`config.mk`:
```
export PLATFORM = sky130hd
export DESIGN_NAME = grapheme_cluster_boundary
export DESIGN_NICKNAME = d
export VERILOG_FILES = /design/src/hw/rtl/gcb_pkg.sv /design/src/hw/rtl/grapheme_cluster_boundary.sv /design/src/hw/rtl/gcb_rules.sv
export SDC_FILE = /design/constraint.sdc
export NUM_CORES = 1
export LEC_CHECK = 0
export ABC_AREA = 1
export ABC_CLOCK_PERIOD_IN_PS = 1400
export BUFFER_PORTS_ARGS = -buffer_cell sky130_fd_sc_hd__clkbuf_2
export CORE_MARGIN = 2
export CORE_UTILIZATION = 40
export DETAILED_ROUTE_END_ITERATION = 6
export PLACE_DENSITY_LB_ADDON = 0.12
export REMOVE_ABC_BUFFERS = 1
export SYNTH_ARGS = -nofsm -noshare
export SYNTH_HDL_FRONTEND = slang
export SYNTH_SLANG_ARGS = --single-unit
```
`constraint.sdc`:
```
create_clock -name clk -period 1.4 [get_ports clk]
set_input_delay 0.07 -clock clk [delete_from_list [all_inputs] [get_ports clk]]
set_output_delay 0.07 -clock clk [all_outputs]
set_load 0.005 [all_outputs]
```
`src/hw/rtl/gcb_pkg.sv`:
```
package gcb_pkg;

	localparam logic [3:0] GC_OTHER       = 4'd0;
	localparam logic [3:0] GC_CR          = 4'd1;
	localparam logic [3:0] GC_LF          = 4'd2;
	localparam logic [3:0] GC_CONTROL     = 4'd3;
	localparam logic [3:0] GC_EXTEND      = 4'd4;
	localparam logic [3:0] GC_ZWJ         = 4'd5;
	localparam logic [3:0] GC_RI          = 4'd6;
	localparam logic [3:0] GC_PREPEND     = 4'd7;
	localparam logic [3:0] GC_SPACINGMARK = 4'd8;
	localparam logic [3:0] GC_L           = 4'd9;
	localparam logic [3:0] GC_V           = 4'd10;
	localparam logic [3:0] GC_T           = 4'd11;
	localparam logic [3:0] GC_LV          = 4'd12;
	localparam logic [3:0] GC_LVT         = 4'd13;
	localparam logic [3:0] GC_EXTPICT     = 4'd14;
	localparam logic [3:0] GC_UNUSED      = 4'd15;

	// emoji ZWJ chain tracker
	localparam logic [1:0] CHAIN_NONE  = 2'd0;
	localparam logic [1:0] CHAIN_PICT  = 2'd1;
	localparam logic [1:0] CHAIN_ARMED = 2'd2;

	typedef struct packed {
		logic [3:0] prev_class;
		logic [1:0] pict_chain;
		logic       ri_parity;
		logic       at_first;
	} gcb_state_t;

	localparam gcb_state_t GCB_STATE_RESET = '{
		prev_class: GC_OTHER,
		pict_chain: CHAIN_NONE,
		ri_parity:  1'b0,
		at_first:   1'b1
	};

	typedef struct packed {
		logic [3:0] break_class;
		logic       is_ext_pict;
		logic       wide_trail;
		logic       restart;
	} gcb_req_t;

endpackage

```
`src/hw/rtl/grapheme_cluster_boundary.sv`:
```
// channel | signals                                              | direction
// in      | in_valid, in_stall, break_class, is_ext_pict,        | request in
//         | wide_trail, restart                                  |
// out     | out_valid, out_stall, is_start                       | result out
//
// One request per cycle sustained while the result is not stalled; each request
// produces exactly one result. A request sits in the input register until it
// advances, which registers its result into the result register.
// Cluster history advances when a request moves from the input register into
// the result register. A stalled result holds both stages; in_stall rises
// only while both stages are full. arst_n clears history (first char breaks).
module grapheme_cluster_boundary (
	input  logic       clk,
	input  logic       arst_n,
	input  logic       in_valid,
	output logic       in_stall,
	input  logic [3:0] break_class,
	input  logic       is_ext_pict,
	input  logic       wide_trail,
	input  logic       restart,
	output logic       out_valid,
	input  logic       out_stall,
	output logic       is_start
);
	import gcb_pkg::*;

	gcb_req_t   req_s1;
	logic       valid_s1;
	gcb_state_t state_q;
	gcb_state_t state_nxt;
	logic       brk;
	logic       advance;
	logic       in_take;

	assign advance  = valid_s1 && (!out_valid || !out_stall);
	assign in_stall = valid_s1 && !advance;
	assign in_take  = in_valid && !in_stall;

	gcb_rules u_rules (
		.req (req_s1),
		.cur (state_q),
		.brk (brk),
		.nxt (state_nxt)
	);

	always_ff @(posedge clk or negedge arst_n) begin
		if (!arst_n) begin
			valid_s1  <= 1'b0;
			out_valid <= 1'b0;
			state_q   <= GCB_STATE_RESET;
		end else begin
			if (in_take) begin
				valid_s1 <= 1'b1;
			end else if (advance) begin
				valid_s1 <= 1'b0;
			end
			if (advance) begin
				out_valid <= 1'b1;
				state_q   <= state_nxt;
			end else if (!out_stall) begin
				out_valid <= 1'b0;
			end
		end
	end

	always_ff @(posedge clk) begin
		if (in_take) begin
			req_s1 <= '{
				break_class: break_class,
				is_ext_pict: is_ext_pict,
				wide_trail:  wide_trail,
				restart:     restart
			};
		end
		if (advance) begin
			is_start <= brk;
		end
	end

endmodule

```
`src/hw/rtl/gcb_rules.sv`:
```
module gcb_rules (
	input  gcb_pkg::gcb_req_t   req,
	input  gcb_pkg::gcb_state_t cur,
	output logic                brk,
	output gcb_pkg::gcb_state_t nxt
);
	import gcb_pkg::*;

	logic [3:0] cls;
	gcb_state_t base;
	logic       armed;
	logic       pair_brk;
	logic       p_ctl;
	logic       n_ctl;

	assign cls = (req.break_class == GC_UNUSED) ? GC_OTHER : req.break_class;

	// restart clears history before the character is judged
	assign base = req.restart ? GCB_STATE_RESET : cur;

	assign armed = (base.prev_class == GC_ZWJ) && (base.pict_chain == CHAIN_ARMED) &&
		(cls == GC_EXTPICT);
	assign p_ctl = (base.prev_class == GC_CONTROL) || (base.prev_class == GC_CR) ||
		(base.prev_class == GC_LF);
	assign n_ctl = (cls == GC_CONTROL) || (cls == GC_CR) || (cls == GC_LF);

	always_comb begin
		logic [3:0] p;
		p = base.prev_class;
		priority if (p == GC_CR && cls == GC_LF) begin
			pair_brk = 1'b0;
		end else if (p_ctl || n_ctl) begin
			pair_brk = 1'b1;
		end else if (p == GC_L && (cls == GC_L || cls == GC_V || cls == GC_LV ||
				cls == GC_LVT)) begin
			pair_brk = 1'b0;
		end else if ((p == GC_LV || p == GC_V) && (cls == GC_V || cls == GC_T)) begin
			pair_brk = 1'b0;
		end else if ((p == GC_LVT || p == GC_T) && cls == GC_T) begin
			pair_brk = 1'b0;
		end else if (cls == GC_EXTEND || cls == GC_ZWJ || cls == GC_SPACINGMARK) begin
			pair_brk = 1'b0;
		end else if (p == GC_PREPEND || (p == GC_ZWJ && armed)) begin
			pair_brk = 1'b0;
		end else if (p == GC_RI && cls == GC_RI && base.ri_parity) begin
			pair_brk = 1'b0;
		end else begin
			pair_brk = 1'b1;
		end
	end

	always_comb begin
		nxt = base;
		brk = 1'b0;
		if (!req.wide_trail) begin
			brk = base.at_first | pair_brk;
			priority if (cls == GC_EXTEND) begin
				nxt.pict_chain = (base.pict_chain == CHAIN_PICT) ? CHAIN_PICT : CHAIN_NONE;
			end else if (cls == GC_ZWJ) begin
				nxt.pict_chain = (base.pict_chain == CHAIN_PICT) ? CHAIN_ARMED : CHAIN_NONE;
			end else if (req.is_ext_pict) begin
				nxt.pict_chain = CHAIN_PICT;
			end else begin
				nxt.pict_chain = CHAIN_NONE;
			end
			nxt.ri_parity  = (cls == GC_RI) ? ~base.ri_parity : 1'b0;
			nxt.prev_class = cls;
			nxt.at_first   = 1'b0;
		end
	end

endmodule
```
==> flow_metrics.py <==
metrics = {
    "detailed_routing": {
        "vias": 1005,
        "drtIter0Drc": 27,
        "wl_um": 2470,
        "wire_per_inst_um": 12.0,
        "drcViolationCount": 0,
        "first_pass_iters": 4,
        "postRouteAntennaNets": 0,
        "vias_per_cell": 4.90,
    },
    "clock_tree": {
        "cts_tree": "yes",
        "cts_sinks": 18,
        "clockBufferDepth": 2,
        "cts_max_level": 1,
        "clk_pin_slew_ps": 100,
        "clockRootBuffer": "clkbuf_4",
        "cts-buffers-inserted": 3,
        "clock_latency_ps": 290,
    },
    "global_routing": {
        "met3_usage_pct": 3.33,
        "grt_max_degree": 11,
        "grt_pass1_vias": 975,
        "grt_pass1_wl_um": 4060,
        "use_met1_pct": 23.1,
        "antenna_found_initial": 0,
        "overflow": 0,
        "grtUsageMet2_pct": 34.8,
        "busiest_layer": "met2",
        "track_usage_pct": 19.4,
    },
    "floorplanning": {
        "initial_core_util_pct": 41.2,
        "die_h_um": 54.0,
        "io_pins": 14,
        "row_count": 18,
        "die_x_um": 54.0,
        "core_area_um2": 2430,
        "die_area_um2": 2920,
    },
    "cells_and_area": {
        "regArea_um2": 492,
        "diodes": 0,
        "fin_nets": 187,
        "fin_area_um2": 1390,
        "areaGrowthSynthToFinish_pct": 38.9,
        "nFillCells": 239,
        "layout-drive-gt1-share_pct": 30.9,
        "multi_input_comb_area_um2": 507,
        "final_util_pct": 57.2,
    },
    "placement": {
        "dp_hpwl_um": 1780,
        "gp_congestion": 0.829,
        "portBuffers": 13,
        "postPlaceCellArea_um2": 1200,
    },
    "timing": {
        "max_slew_margin_pct": 80.5,
        "layout_setup_ws_ps": -84.7,
        "post-route-period-util_pct": 106,
        "tightestPinTransition_ps": 289,
        "finalHoldViolCount": 0,
        "setup_viol": 1,
        "max_freq_mhz": 674,
        "rsz0062_at_grt": "yes",
        "fin_skew_ps": 1.48,
        "finalMaxSlewViolations": 0,
        "layout_min_cycle_time_ps": 1480,
    },
    "logic_synthesis": {
        "synth_top_area_share_pct": 24.0,
        "netlist_area_um2": 1000,
        "ys_types": 21,
        "syn_avg_cell_area_um2": 7.41,
        "synth_seq_cells": 18,
        "ys_seq_area_share_pct": 49.1,
        "synthTopCellsByArea": "edfxtp_1, dfrtp_1, nand2_1, nor2_1, inv_1",
        "ys_warn_count": 0,
        "synthCells": 135,
        "synth_top_cell_by_area": "edfxtp_1",
    },
    "setup_path": {
        "cp.arrival_ps": 1540,
        "required_ps": 1460,
        "r2r-start": "req_s1[0]",
        "crit_path_max_fanout": 4,
        "criticalPathCategory": "flip-flop to flip-flop",
        "cp-end-kind": "flip-flop",
        "startpoint": "req_s1[0]",
        "cp-start-kind": "flip-flop",
    },
    "job": {
        "maxCapViolations": 0,
    },
    "run_status": {
        "status": "finished, violations left",
        "violations": "negative setup slack",
    },
    "hold_path": {
        "worstHoldStart": "out_stall",
        "hp-class": "input pin to flip-flop",
    },
    "pwr": {
        "powerDensity_nw_per_um2": 1050,
        "power.leakage_nw": 0.642,
        "ir_worst_vdd_mv": 0.711,
    },
}
==> flip-flops by register name, indices dropped and copies added, names as in the netlist <==
name       flops
out_valid      1
state_q        8
is_start       1
valid_s1       1
req_s1         7
==> worst max-delay path, stage by stage (launching register included) <==
cell	delay, ps
edfxtp_1	450
buf_4	190
nor2_2	120
nand2_1	70
nor2_1	80
nand3_1	80
nand3_1	90
o21ai_1	60
nand2_1	70
a21oi_2	50
==> through the flow <==
step | power [mW] | hold WS [ps] | setup WS, ps | TNS, ps | std cells
6_report | 1.46 | 59.5 | -84.7 | -84.7 | 205
5_1_grt | 1.56 | 98.1 | -168 | -168 | 205
4_1_cts | 1.43 | 53.7 | -45.9 | -45.9 | 204
3_5_place_dp | 1.09 | -48.6 | -121 | -121 | 191
3_3_place_gp | 1.09 | -51.0 | -100 | -100 | 191
2_1_floorplan | 0.948 | -226 | -39.6 | -39.6 | 134
==> routing by layer <==
layer | wire (µm) | up-vias
met5 | 0 | -
met4 | 31 | 0
met3 | 103 | 4
met2 | 1240 | 35
met1 | 1090 | 442
li1 | - | 524
==> report_power, final <==
part           internal (mW)  leakage [nW]  total (mW)  switching (mW)
Sequential             0.647         0.194       0.737          0.0901
Clock                  0.111        0.0150       0.277           0.166
Combinational          0.188         0.433       0.444           0.256
Total                  0.946         0.642        1.46           0.512
==> Yosys cell counts (all sizes together) <==
master and count:
nor2 26, a21oi 6, dfrtp 9, nand2 39
buf 1, inv 14, nand4 1, a22oi 1
o21ai 10, edfxtp 8, clkinv 2, o31ai 1
dfstp 1, nor4 1, nand3 7, nor3 3
a31oi 5
==> worst paths after layout <==
kind                       slack (ps)         end  cells after the start
hold / removal                     60   out_valid                      3
hold reg to reg                   490  state_q[0]                      2
max in group asynchronous         980  state_q[0]                      2
min in group asynchronous         150  state_q[4]                      2
setup reg to reg                  -80    is_start                      9
setup / recovery                  -80    is_start                      9
==> repair_timing <==
action | in CTS | in global routing
gates resized for setup | 11 | 11
hold endpoints to repair | 17 | 0
buffers inserted | 1 | 1
pin swaps | 2 | 1
hold buffers | 8 | 0
endpoints found under the setup margin | 1 | 3
==> cell families after synthesis <==
| family | count (synthesis) | share of synthesized area, % |
|---|---|---|
| flops | 18 | 49.1 |
| simple gates | 77 | 31.4 |
| buf+inv | 17 | 6.50 |
| compound gates | 23 | 13.0 |
==> cell type report <==
type,count,area share [%]
multi-input cells,100,36.5
clock buffers,4,1.89
well taps,30,2.70
repair buffers,37,19.1
flip-flops and latches,18,35.4
inverters,16,4.50
==> cell usage in the layout, fill, tap and decap left out <==
cell type	count
clkinv_1	2
nor2_2	7
clkbuf_1	1
nor2_1	16
inv_2	1
nand2_1	33
nand3_1	7
edfxtp_1	8
dfrtp_1	9
clkbuf_4	3
nor3_1	2
inv_4	1
a31oi_1	5
inv_1	12
clkbuf_2	13
nor3_2	1
buf_4	16
o21ai_0	8
nor2_4	3
a21oi_2	1
nand4_1	1
nand2_2	5
a22oi_2	1
o21ai_1	2
a21oi_1	5
dfstp_2	1
nand2_4	1
o31ai_1	1
dlygate4sd3_1	8
nor4_1	1
Power figures use the tool's default switching activity.
